<file path="src/rtl/urc_pkg.sv">
package urc_pkg;

	localparam int TIMEOUT_W  = 20;
	localparam int INTERVAL_W = 16;
	localparam int IDLE_W     = 17;
	localparam int PULSE_W    = 20;
	localparam int CNT_W      = 4;
	localparam int DIST_W     = 18;
	localparam int ADDR_W     = 4;
	localparam int DATA_W     = 32;

	// conversion datapath
	localparam int SCALED_W = 24;                  // w*10 + bias
	localparam int NUM_W    = 23;                  // dividend after the power-of-two part
	localparam int RECIP_W  = 24;
	localparam int PROD_W   = NUM_W + RECIP_W;

	localparam logic [CNT_W-1:0]      TRIG_LOW_US  = 4'd2;
	localparam logic [CNT_W-1:0]      TRIG_HIGH_US = 4'd10;
	localparam logic [IDLE_W-1:0]     IDLE_MAX     = '1;
	localparam logic [PULSE_W-1:0]    PULSE_MAX    = '1;
	localparam logic [TIMEOUT_W-1:0]  TIMEOUT_RST  = 20'd20000;
	localparam logic [INTERVAL_W-1:0] INTERVAL_RST = 16'd2000;

	// cm: (10w+28)/56 = ((10w+28)>>3)/7 ; inch: (10w+71)/142 = ((10w+71)>>1)/71
	localparam logic [4:0]         BIAS_CM   = 5'd28;
	localparam logic [6:0]         BIAS_INCH = 7'd71;
	localparam logic [6:0]         DIV_CM    = 7'd7;
	localparam logic [6:0]         DIV_INCH  = 7'd71;
	localparam logic [RECIP_W-1:0] RECIP_CM   = 24'd2396745;   // floor(2^24/7)
	localparam logic [RECIP_W-1:0] RECIP_INCH = 24'd15123124;  // floor(2^30/71)

	typedef enum logic [5:0] {
		PH_IDLE      = 6'b000001,
		PH_TRIG_LOW  = 6'b000010,
		PH_TRIG_HIGH = 6'b000100,
		PH_WAIT_LOW  = 6'b001000,
		PH_WAIT_RISE = 6'b010000,
		PH_MEASURE   = 6'b100000
	} phase_t;

	typedef enum logic [1:0] {
		REG_UNIT_INCH    = 2'd0,
		REG_ECHO_TIMEOUT = 2'd1,
		REG_INTERVAL     = 2'd2
	} cfg_reg_t;

	// flags that ride alongside the conversion
	typedef struct packed {
		logic trig;
		logic done;
		logic tmo;
	} res_flags_t;

endpackage

</file>
<file path="src/rtl/urc_item_if.sv">
interface urc_item_if;
	logic valid;
	logic ready;
	logic echo_level;
	logic ms_strobe;

	modport source (output valid, output echo_level, output ms_strobe, input ready);
	modport sink (input valid, input echo_level, input ms_strobe, output ready);
endinterface

</file>
<file path="src/rtl/urc_result_if.sv">
interface urc_result_if;
	import urc_pkg::*;

	logic              valid;
	logic              ready;
	logic              trigger_level;
	logic              result_valid;
	logic [DIST_W-1:0] distance_tenths;
	logic              timed_out;

	modport source (output valid, output trigger_level, output result_valid,
		output distance_tenths, output timed_out, input ready);
	modport sink (input valid, input trigger_level, input result_valid,
		input distance_tenths, input timed_out, output ready);
endinterface

</file>
<file path="src/rtl/urc_convert.sv">
module urc_convert (
	input  logic                         clk,
	input  logic                         en_s2,
	input  logic [urc_pkg::PULSE_W-1:0]  width_s1,
	input  logic                         inch_s1,
	output logic [urc_pkg::DIST_W-1:0]   quot
);
	import urc_pkg::*;

	logic [SCALED_W-1:0] scaled;
	logic [NUM_W-1:0]    num;
	logic [RECIP_W-1:0]  recip;

	logic [PROD_W-1:0]   prod_s2;
	logic [NUM_W-1:0]    num_s2;
	logic                inch_s2;

	logic [DIST_W-1:0]   q_est;
	logic [6:0]          divisor;
	logic [NUM_W-1:0]    rem;

	always_comb begin
		scaled = SCALED_W'(width_s1) * SCALED_W'(10)
			+ (inch_s1 ? SCALED_W'(BIAS_INCH) : SCALED_W'(BIAS_CM));
		num    = inch_s1 ? scaled[SCALED_W-1:1] : {2'b00, scaled[SCALED_W-1:3]};
		recip  = inch_s1 ? RECIP_INCH : RECIP_CM;
	end

	always_ff @(posedge clk) begin
		if (en_s2) begin
			prod_s2 <= PROD_W'(num) * PROD_W'(recip);
			num_s2  <= num;
			inch_s2 <= inch_s1;
		end
	end

	// estimate is exact or one short, a single correction step fixes it
	always_comb begin
		q_est   = inch_s2 ? DIST_W'(prod_s2[PROD_W-1:30]) : prod_s2[41:24];
		divisor = inch_s2 ? DIV_INCH : DIV_CM;
		rem     = num_s2 - NUM_W'(q_est * divisor);
		quot    = (rem >= NUM_W'(divisor)) ? q_est + DIST_W'(1) : q_est;
	end

endmodule

</file>
<file path="src/rtl/ultrasonic_range_controller.sv">
// ultrasonic rangefinder echo timer
// item_in carries one transaction per microsecond tick: the sampled echo pin
// level and a millisecond strobe. every accepted tick yields exactly one
// transaction on result_out: the trigger pin level for that tick, plus a
// result_valid flag, distance in tenths of cm or inch and a timeout flag on
// the tick a measurement completes.
// the tick control updates in the cycle of acceptance; the result leaves
// through a three-register pipeline (flags, reciprocal multiply, output), so
// it is presented from the output register. one tick is taken every cycle
// while the pipeline is not stalled; the tick control's next state is
// combinational and every later stage is registered.
// when the receiver stalls, each stage holds only if it is occupied, so
// bubbles are absorbed and item_in.ready drops once all stages are full.
// the apb port holds unit_inch (0x0), echo_timeout_us (0x4) and
// interval_ms (0x8); pready is always high and writes complete in the
// access cycle. arst_n clears the phase, counters and the pipeline valid
// bits and restores the register reset values.
module ultrasonic_range_controller (
	input  logic                         clk,
	input  logic                         arst_n,
	urc_item_if.sink                     item_in,
	urc_result_if.source                 result_out,
	input  logic                         psel,
	input  logic                         penable,
	input  logic                         pwrite,
	input  logic [urc_pkg::ADDR_W-1:0]   paddr,
	input  logic [urc_pkg::DATA_W-1:0]   pwdata,
	output logic [urc_pkg::DATA_W-1:0]   prdata,
	output logic                         pready
);
	import urc_pkg::*;

	// configuration
	logic                  unit_inch_q;
	logic [TIMEOUT_W-1:0]  timeout_q;
	logic [INTERVAL_W-1:0] interval_q;
	logic                  cfg_wr;

	// control state
	phase_t                phase_q, phase_d;
	logic [IDLE_W-1:0]     idle_q, idle_d, idle_inc;
	logic [CNT_W-1:0]      cnt_q, cnt_d;
	logic [TIMEOUT_W-1:0]  elapsed_q, elapsed_d;
	logic [PULSE_W-1:0]    pulse_q, pulse_d;
	res_flags_t            flags;
	logic [PULSE_W-1:0]    width;

	// pipeline
	logic                  in_acc;
	logic                  en_s1, en_s2, en_out;
	logic                  v_s1, v_s2;
	res_flags_t            flags_s1, flags_s2;
	logic [PULSE_W-1:0]    width_s1;
	logic                  inch_s1;
	logic [DIST_W-1:0]     quot;

	logic                  out_v_q;
	logic                  trig_q;
	logic                  done_q;
	logic [DIST_W-1:0]     dist_q;
	logic                  tmo_q;

	assign pready = 1'b1;
	assign cfg_wr = psel && penable && pwrite && pready;

	always_ff @(posedge clk or negedge arst_n) begin
		if (!arst_n) begin
			unit_inch_q <= 1'b0;
			timeout_q   <= TIMEOUT_RST;
			interval_q  <= INTERVAL_RST;
		end else if (cfg_wr) begin
			unique case (cfg_reg_t'(paddr[3:2]))
				REG_UNIT_INCH:    unit_inch_q <= pwdata[0];
				REG_ECHO_TIMEOUT: timeout_q   <= pwdata[TIMEOUT_W-1:0];
				REG_INTERVAL:     interval_q  <= pwdata[INTERVAL_W-1:0];
				default: ;
			endcase
		end
	end

	always_comb begin
		unique case (cfg_reg_t'(paddr[3:2]))
			REG_UNIT_INCH:    prdata = DATA_W'(unit_inch_q);
			REG_ECHO_TIMEOUT: prdata = DATA_W'(timeout_q);
			REG_INTERVAL:     prdata = DATA_W'(interval_q);
			default:          prdata = '0;
		endcase
	end

	// per-tick control
	always_comb begin
		phase_d   = phase_q;
		idle_d    = idle_q;
		cnt_d     = cnt_q;
		elapsed_d = elapsed_q;
		pulse_d   = pulse_q;
		flags     = '0;
		width     = '0;
		idle_inc  = (item_in.ms_strobe && idle_q != IDLE_MAX) ? idle_q + IDLE_W'(1) : idle_q;

		unique case (phase_q)
			PH_TRIG_LOW: begin
				cnt_d = cnt_q + CNT_W'(1);
				if (cnt_d >= TRIG_LOW_US) begin
					phase_d = PH_TRIG_HIGH;
					cnt_d   = '0;
				end
			end
			PH_TRIG_HIGH: begin
				flags.trig = 1'b1;
				cnt_d      = cnt_q + CNT_W'(1);
				if (cnt_d >= TRIG_HIGH_US) begin
					phase_d   = PH_WAIT_LOW;
					cnt_d     = '0;
					elapsed_d = '0;
					pulse_d   = '0;
				end
			end
			PH_WAIT_LOW, PH_WAIT_RISE, PH_MEASURE: begin
				if (elapsed_q >= timeout_q) begin
					// echo level ignored on the timeout tick
					flags.done = 1'b1;
					flags.tmo  = 1'b1;
					phase_d    = PH_IDLE;
				end else begin
					elapsed_d = elapsed_q + TIMEOUT_W'(1);
					if (phase_q == PH_WAIT_LOW) begin
						if (!item_in.echo_level) phase_d = PH_WAIT_RISE;
					end else if (phase_q == PH_WAIT_RISE) begin
						if (item_in.echo_level) begin
							phase_d = PH_MEASURE;
							pulse_d = PULSE_W'(1);
						end
					end else if (item_in.echo_level) begin
						if (pulse_q != PULSE_MAX) pulse_d = pulse_q + PULSE_W'(1);
					end else begin
						flags.done = 1'b1;
						width      = pulse_q;
						phase_d    = PH_IDLE;
					end
				end
			end
			default: begin
				// idle, and any stray code behaves as idle
				phase_d = PH_IDLE;
				idle_d  = idle_inc;
				if (idle_inc > IDLE_W'(interval_q)) begin
					idle_d  = '0;
					phase_d = PH_TRIG_LOW;
					cnt_d   = '0;
				end
			end
		endcase
	end

	assign en_out        = !out_v_q || result_out.ready;
	assign en_s2         = !v_s2 || en_out;
	assign en_s1         = !v_s1 || en_s2;
	assign item_in.ready = en_s1;
	assign in_acc        = item_in.valid && item_in.ready;

	always_ff @(posedge clk or negedge arst_n) begin
		if (!arst_n) begin
			phase_q   <= PH_IDLE;
			idle_q    <= '0;
			cnt_q     <= '0;
			elapsed_q <= '0;
			pulse_q   <= '0;
		end else if (in_acc) begin
			phase_q   <= phase_d;
			idle_q    <= idle_d;
			cnt_q     <= cnt_d;
			elapsed_q <= elapsed_d;
			pulse_q   <= pulse_d;
		end
	end

	always_ff @(posedge clk or negedge arst_n) begin
		if (!arst_n) begin
			v_s1    <= 1'b0;
			v_s2    <= 1'b0;
			out_v_q <= 1'b0;
		end else begin
			if (en_s1)  v_s1    <= item_in.valid;
			if (en_s2)  v_s2    <= v_s1;
			if (en_out) out_v_q <= v_s2;
		end
	end

	always_ff @(posedge clk) begin
		if (in_acc) begin
			flags_s1 <= flags;
			width_s1 <= width;
			inch_s1  <= unit_inch_q;
		end
		if (en_s2) flags_s2 <= flags_s1;
		if (en_out) begin
			trig_q <= flags_s2.trig;
			done_q <= flags_s2.done;
			tmo_q  <= flags_s2.tmo;
			dist_q <= (flags_s2.done && !flags_s2.tmo) ? quot : '0;
		end
	end

	urc_convert u_convert (
		.clk      (clk),
		.en_s2    (en_s2),
		.width_s1 (width_s1),
		.inch_s1  (inch_s1),
		.quot     (quot)
	);

	assign result_out.valid           = out_v_q;
	assign result_out.trigger_level   = trig_q;
	assign result_out.result_valid    = done_q;
	assign result_out.distance_tenths = dist_q;
	assign result_out.timed_out       = tmo_q;

endmodule

</file>
<file path="src/flat_wrapper.sv">
// flat-port wrapper written by rule: the top's interface ports become plain ports
module ultrasonic_range_controller_flat import urc_pkg::*;
  (clk, arst_n, psel, penable, pwrite, paddr, pwdata, prdata, pready, item_in_valid, item_in_echo_level, item_in_ms_strobe, item_in_ready, result_out_valid, result_out_trigger_level, result_out_result_valid, result_out_distance_tenths, result_out_timed_out, result_out_ready);
  urc_item_if item_in_i ();
  urc_result_if result_out_i ();
  input  logic clk;
  input  logic arst_n;
  input  logic psel;
  input  logic penable;
  input  logic pwrite;
  input  logic [urc_pkg::ADDR_W-1:0] paddr;
  input  logic [urc_pkg::DATA_W-1:0] pwdata;
  output logic [urc_pkg::DATA_W-1:0] prdata;
  output logic pready;
  input wire logic [$bits(item_in_i.valid)-1:0] item_in_valid;
  input wire logic [$bits(item_in_i.echo_level)-1:0] item_in_echo_level;
  input wire logic [$bits(item_in_i.ms_strobe)-1:0] item_in_ms_strobe;
  output wire logic [$bits(item_in_i.ready)-1:0] item_in_ready;
  output wire logic [$bits(result_out_i.valid)-1:0] result_out_valid;
  output wire logic [$bits(result_out_i.trigger_level)-1:0] result_out_trigger_level;
  output wire logic [$bits(result_out_i.result_valid)-1:0] result_out_result_valid;
  output wire logic [$bits(result_out_i.distance_tenths)-1:0] result_out_distance_tenths;
  output wire logic [$bits(result_out_i.timed_out)-1:0] result_out_timed_out;
  input wire logic [$bits(result_out_i.ready)-1:0] result_out_ready;
  assign item_in_i.valid = item_in_valid;
  assign item_in_i.echo_level = item_in_echo_level;
  assign item_in_i.ms_strobe = item_in_ms_strobe;
  assign item_in_ready = item_in_i.ready;
  assign result_out_valid = result_out_i.valid;
  assign result_out_trigger_level = result_out_i.trigger_level;
  assign result_out_result_valid = result_out_i.result_valid;
  assign result_out_distance_tenths = result_out_i.distance_tenths;
  assign result_out_timed_out = result_out_i.timed_out;
  assign result_out_i.ready = result_out_ready;
  ultrasonic_range_controller u_core (.clk(clk), .arst_n(arst_n), .item_in(item_in_i), .result_out(result_out_i), .psel(psel), .penable(penable), .pwrite(pwrite), .paddr(paddr), .pwdata(pwdata), .prdata(prdata), .pready(pready));
endmodule
</file>
<file path="config.mk">
export PLATFORM = sky130hd
export DESIGN_NAME = ultrasonic_range_controller_flat
export DESIGN_NICKNAME = d
export VERILOG_FILES = /design/src/rtl/urc_pkg.sv /design/src/rtl/urc_item_if.sv /design/src/rtl/urc_result_if.sv /design/src/rtl/urc_convert.sv /design/src/rtl/ultrasonic_range_controller.sv /design/src/flat_wrapper.sv
export SDC_FILE = /design/constraint.sdc
export NUM_CORES = 1
export LEC_CHECK = 0
export ABC_AREA = 1
export BUFFER_PORTS_ARGS = -buffer_cell sky130_fd_sc_hd__buf_2
export CAP_MARGIN = 10
export CORE_MARGIN = 10
export CORE_UTILIZATION = 35
export DETAILED_ROUTE_END_ITERATION = 6
export PLACE_DENSITY = 0.62
export SLEW_MARGIN = 20
export SYNTH_ARGS = -nofsm -noshare
export SYNTH_HDL_FRONTEND = slang
export SYNTH_HIERARCHICAL = 1
export SYNTH_SLANG_ARGS = --single-unit
</file>
<file path="constraint.sdc">
create_clock -name clk -period 22.2 [get_ports clk]
set_clock_uncertainty 0.1 [all_clocks]
set_input_delay 4.44 -clock clk [delete_from_list [all_inputs] [get_ports clk]]
set_output_delay 4.44 -clock clk [all_outputs]
set_load 0.02 [all_outputs]
</file>
==> out/metrics.csv, run 1 <==
metric,value,unit
crit share post-route,0.466,
area delta synth->final,8.52,%
syn_area_per_cell,8.02,sq um
Max Freq,96.7,MHz
measured slew at the worst slew-check pin,1.03,ns
# clock sinks,202,
Synth cell types,61,
crit path from,paddr[3],
drt total wl,72400,microns
max incr delay on CP,0.50,ns
post-DP HPWL,61600,microns
"area leader, netlist",fa_1,
Startpoint Class,input pin,
htree depth,1,
TritonCTS clock tree,yes,
"Req. time, crit path",17.66,ns
fin crit period,10.34,ns
CP max FO,21,
Clock Path Buffers,3,
Filler cells,8548,
clock edge transition at the registers on the reported setup and hold paths,0.06,ns
"Warnings, synthesis",6,
worst setup path class,input pin to output port,
initial antenna violation count,2,
final net count,4498,
core area,82500,sq um
IO buf count,73,
Die Ht,309,microns
GRT Util Overall,0.154,
dominant cell by count in the synthesized netlist,inv_1,
CTS Buf Count,26,
Starting Density,0.354,
max_cap viols,0,
Setup Viol. Count Final,0,
max-slew violation count,0,
cells after synthesis,3645,
share of cells above drive strength 1,0.0800,
most frequent CP cell,buf_2,
worst path bufs/invs,3,
CP cell instances,buf_2 -> inv_1 -> nand2_1 -> o22ai_1 -> buf_2,
"Clk Latency, worst-skew pair",0.57,ns
largest net degree at the start of global routing,77,
Post-synth top cells,"870 x inv_1, 727 x nand2_1, 418 x ha_1",
Post-synth EDFFs,95,
global route total overflow,0,
Critical Path End Type,output port,
unrepaired setup endpoints after global routing,false,
status,completed,
cell family with most CP delay,simple AND/OR/NAND/NOR gates,
GPL Wtd Cong,0.924,
Horiz. Die Dim,309,microns
worst r2r src,u_core/width_s1[1]$_SDFFCE_PP0P_,
Root Buffer,clkbuf_16,
Area contributors post-synth,"fa_1 21%, ha_1 18%, inv_1 11%",
wire per inst,15.0,microns
worst hold path class,flop to flop,
Post-route DRC,0,
sequential area share after synthesis,0.190,
WP data arrival,5.80,ns
vias in the first global route,23300,
Via Count,22700,
asr flop ratio synth,0.530,
first-pass GRT wire length,119000,microns
Most used DFF post-synth,edfxtp_1,
row cnt,105,
Hold Crit Start,u_core/flags_s1[0]$_SDFFCE_PN0P_,
Routed Antenna Nets,0,
Yosys top cell area share,0.207,
synthesized cell area,29200,sq um
setup TNS,0,ns
Fin. Hold Viols,0,
drt via density,4.70,
"Hold-fix buffers, CTS",0,
"flops & latches, synth",202,
Post-CTS Resized,0,
DR pass1 iterations,5,
I/O pins,101,
full die area,95500,sq um
"Slowest-stage cell, CP",nand2_1,
setup bufs post-CTS,0,
DRT iter0 DRCs,1319,
Slew HR,0.313,
[stage by stage]
step                      area [sq um]  setup slack (ns)  instances  hold slack (ns)  utilization
final                            31700             11.86       4823            0.320        0.385
after detailed placement         30800             11.88       4774            0.310        0.374
after CTS                        31700             11.87       4822            0.324        0.384
after global placement           30800             11.85       4774            0.304        0.374
after global routing             31700             11.50       4822            0.339        0.385
after floorplan                  29400             12.31       3687            0.300            -
[final timing paths]
| path | to | slack (ns) | depth (start not counted) |
|---|---|---|---|
| worst max-delay path | prdata[15] | 11.86 | 5 |
| min in group asynchronous | u_core/idle_q[10]$_DFFE_PN0P_ | 3.70 | 1 |
| worst max register to register | u_core/u_convert/prod_s2[40]$_DFFE_PP_ | 12.18 | 41 |
| worst min register to register | u_core/flags_s2[0]$_DFFE_PP_ | 0.32 | 0 |
| max in group asynchronous | u_core/pulse_q[8]$_DFFE_PN0P_ | 17.23 | 2 |
| worst min-delay path | u_core/flags_s2[0]$_DFFE_PP_ | 0.32 | 0 |
[kinds of logic after synthesis]
kind of cell    share of synthesized area
buf+inv                             0.128
mux                              0.000727
simple gates                        0.205
other cells                      0.000513
fa+ha+maj                           0.386
xor+xnor                           0.0290
compound gates                     0.0608
flops                               0.190
[layout by cell type (no fill, tap or decap), types with 5 or more instances in the layout]
cell	instances
nor2_2	23
dfstp_2	12
nor3_1	29
nand3_2	11
nand3b_1	11
ha_1	418
nand4_1	72
xnor2_1	33
o22ai_1	16
nand3_4	5
o21bai_1	6
nor2_4	14
buf_4	11
edfxtp_1	95
a21oi_2	6
nor4_1	6
nand2_4	7
clkinv_1	6
nor2_1	255
nand3_1	117
dfrtp_1	95
or2_2	9
a21o_1	9
clkbuf_16	26
nand2_2	42
o21ai_1	28
nand2_1	727
fa_1	303
o21a_1	6
inv_2	28
a31oi_1	9
o21ai_0	94
conb_1	46
buf_2	72
inv_1	869
xor2_1	60
a21oi_1	115
[routing by layer]
metal	part of all wire	up-vias	track usage
met5	0.00032	-	0
met4	0.028	4	0.0419
met3	0.048	116	0.0227
met2	0.48	492	0.269
met1	0.44	10700	0.195
li1	-	11400	-
[state kept, by name, indices dropped and copies added (netlist names), 3 cells and up]
signal                             cells
u_core/cnt_q                           4
u_core/elapsed_q                      20
u_core/flags_s1                        3
u_core/flags_s2                        3
u_core/idle_q                         17
u_core/interval_q                     16
u_core/phase_q                         6
u_core/pulse_q                        20
u_core/result_out.distance_tenths     18
u_core/timeout_q                      20
u_core/u_convert/num_s2               23
u_core/u_convert/prod_s2              23
u_core/width_s1                       20
[final cells by class]
class	instances	area [sq um]	area share
diodes	1	2.50	0.0000789
clock buffers	30	666	0.0210
clock inverters	18	219	0.00690
inverters	900	3380	0.106
multi-input cells	2518	20100	0.634
flip-flops and latches	202	5550	0.175
well taps	1070	1340	0.0422
repair buffers	84	454	0.0143
Power of run 1 is left out: the tool's default activity adds up to more than one toggle a clock period on the data nets, which glitch-free logic cannot reach.
==> run 2, diff against run 1 <==
- ABC_AREA: 1 -> 0
- PLACE_DENSITY: 0.62 -> 0.64
- clock period: 22.2 -> 8.5 ns (I/O delays scaled with it)
==> run 2 against run 1 <==
Against the previous run: the flow now finishes with violations (setup timing); wire length is 11% lower; first-iteration DRC count down 33%; die area decreased by 6.2%; via count down 10%; synthesized cell count shrank 22%; highest routed layer is now met4; non-clock buffer count increased by 288; largest cell class unchanged; worst hold slack improved by 0.019 ns.
==> out/metrics.csv, run 2 <==
metric,value,unit
most frequent cells in the layout,"589 x inv_1, 407 x ha_1, 294 x buf_4, 294 x fa_1, 163 x nand2_1",
DR pass1 iterations,7,
CTS Buf Count,24,
final net count,3972,
max_cap viols,0,
max-slew violation count,0,
# clock sinks,202,
Max Freq,110,MHz
post-DP HPWL,54000,microns
max incr delay on CP,0.57,ns
synthesized cell area,27300,sq um
Filler cells,7633,
Horiz. Die Dim,299,microns
most frequent CP cell,fa_1,
Die Ht,299,microns
wire per inst,15.1,microns
Area contributors post-synth,"fa_1 22%, ha_1 19%, edfxtp_1 10%",
Most used DFF post-synth,edfxtp_1,
Slew HR,0.333,
largest family of logic cells by synthesized area,adder cells,
GRT Util Overall,0.144,
adder-cell area share of the yosys netlist,0.414,
portion of netlist area occupied by mux cells,0.00444,
top flop regs,"u_core/u_convert/num_s2 (23), u_core/u_convert/prod_s2 (23)",
Critical Path End Type,flop,
fin crit period,9.13,ns
worst setup path class,flop to flop,
Post-synth EDFFs,95,
DRT iter0 DRCs,883,
"Slowest-stage cell, CP",fa_1,
drt via density,4.78,
"Req. time, crit path",8.69,ns
largest net degree at the start of global routing,66,
Yosys top cell area share,0.222,
worst hold path class,flop to flop,
status,"complete, but fails checks",
Fin. Hold Viols,0,
footprint of the multi-input gates,19700,sq um
WP data arrival,9.32,ns
vias in the first global route,21300,
Synth cell types,95,
measured slew at the worst slew-check pin,0.999,ns
final cell count without fillers,4262,
met3 wire length,2900,microns
initial antenna violation count,0,
htree depth,1,
register area,5550,sq um
Via Count,20400,
CP max FO,6,
Clock Path Buffers,3,
Setup Viol. Count Final,21,
highest metal used,met4,
Root Buffer,clkbuf_16,
Post-synth top cells,"597 x inv_1, 418 x ha_1, 303 x fa_1",
area delta synth->final,17.9,%
core area,77300,sq um
crit share post-route,1.07,
GPL Wtd Cong,0.891,
Post-route DRC,0,
WL met1,29300,microns
full die area,89600,sq um
diodes inserted,0,
I/O pins,101,
TritonCTS clock tree,yes,
"area leader, netlist",fa_1,
dominant cell by count in the synthesized netlist,inv_1,
Placed Cells,4209,
"Clk Latency, worst-skew pair",0.59,ns
first-pass GRT wire length,107000,microns
"Hold-fix buffers, CTS",0,
IO buf count,73,
compound-gate portion of the synthesized area,0.119,
cells after synthesis,2853,
unrepaired setup endpoints after global routing,true,
syn_area_per_cell,9.57,sq um
global route total overflow,0,
final worst setup slack,-0.626,ns
failing checks,setup timing,
row cnt,102,
share of cells above drive strength 1,0.176,
Starting Density,0.353,
"most common cell after layout, fill and taps aside",inv_1,
sequential area share after synthesis,0.203,
Routed Antenna Nets,0,
Synth Area in XOR/XNOR,0.0353,
"Warnings, synthesis",6,
Synth Area in Simple Gates,0.126,
"flops & latches, synth",202,
asr flop ratio synth,0.530,
clock edge transition at the registers on the reported setup and hold paths,0.09,ns
Startpoint Class,flop,
wire length on met2,30500,microns
drt total wl,64300,microns
[run 2: layout make-up]
| class | instances | share of cell area |
|---|---|---|
| multi-input combinational | 2008 | 0.611 |
| sequential | 202 | 0.172 |
| timing repair buffer | 372 | 0.0818 |
| inverter | 598 | 0.0698 |
| tap | 1040 | 0.0404 |
| clock buffer | 25 | 0.0188 |
| clock inverter | 17 | 0.00587 |
[run 2: final timing paths]
kind,startpoint,to,slack (ns),cells after the start
max,u_core/width_s1[3]$_SDFFCE_PP0P_,u_core/u_convert/prod_s2[46]$_DFFE_PP_,-0.63,36
min,u_core/flags_s1[1]$_SDFFCE_PN0P_,u_core/flags_s2[1]$_DFFE_PP_,0.34,0
max reg2reg,u_core/width_s1[3]$_SDFFCE_PP0P_,u_core/u_convert/prod_s2[46]$_DFFE_PP_,-0.63,36
min reg2reg,u_core/flags_s1[1]$_SDFFCE_PN0P_,u_core/flags_s2[1]$_DFFE_PP_,0.34,0
max in group asynchronous,arst_n,u_core/pulse_q[2]$_DFFE_PN0P_,6.04,2
min in group asynchronous,arst_n,u_core/idle_q[9]$_DFFE_PN0P_,1.15,1
[run 2: cell families after synthesis]
family	count (synthesis)
XOR/XNOR	105
other	4
multiplexers	11
AO/OA/AOI/OAI	486
flip-flops	202
adder cells (fa/ha/maj)	721
AND/OR/NAND/NOR	639
buffers and inverters	685
[run 2: timing repair]
action,4_1_cts,5_1_grt
setup endpoints to repair,23,23
setup buffers,7,4
pin swaps,26,14
gates resized for setup,27,19
[run 2: metrics by stage]
| stage | cell area [sq um] | util | setup slack, ns | setup TNS, ns | hold WS, ns |
|---|---|---|---|---|---|
| floorplan | 27700 | - | -0.294 | -1.95 | 0.300 |
| global placement | 31100 | 0.402 | -0.704 | -9.54 | 0.300 |
| detailed placement | 31100 | 0.402 | -0.765 | -10.95 | 0.308 |
| CTS | 32100 | 0.415 | -0.777 | -10.90 | 0.346 |
| global route | 32200 | 0.416 | -1.02 | -17.70 | 0.354 |
| finish | 32200 | 0.416 | -0.626 | -9.16 | 0.338 |
[run 2: critical path: cells and delay by family (launching register included)]
family,cells,cell delay (ns)
adder cells (fa/ha/maj),11,4.58
AO/OA/AOI/OAI,11,1.87
buffers and inverters,6,0.49
flip-flops,1,0.41
XOR/XNOR,1,0.13
AND/OR/NAND/NOR,7,1.27
[run 2: layer usage]
metal | vias up | GRT usage
li1 | 10100 | -
met1 | 9788 | 0.187
met4 | 0 | 0.0327
met2 | 384 | 0.248
met3 | 92 | 0.0230
met5 | - | 0
Power of run 2 is left out for the same reason.
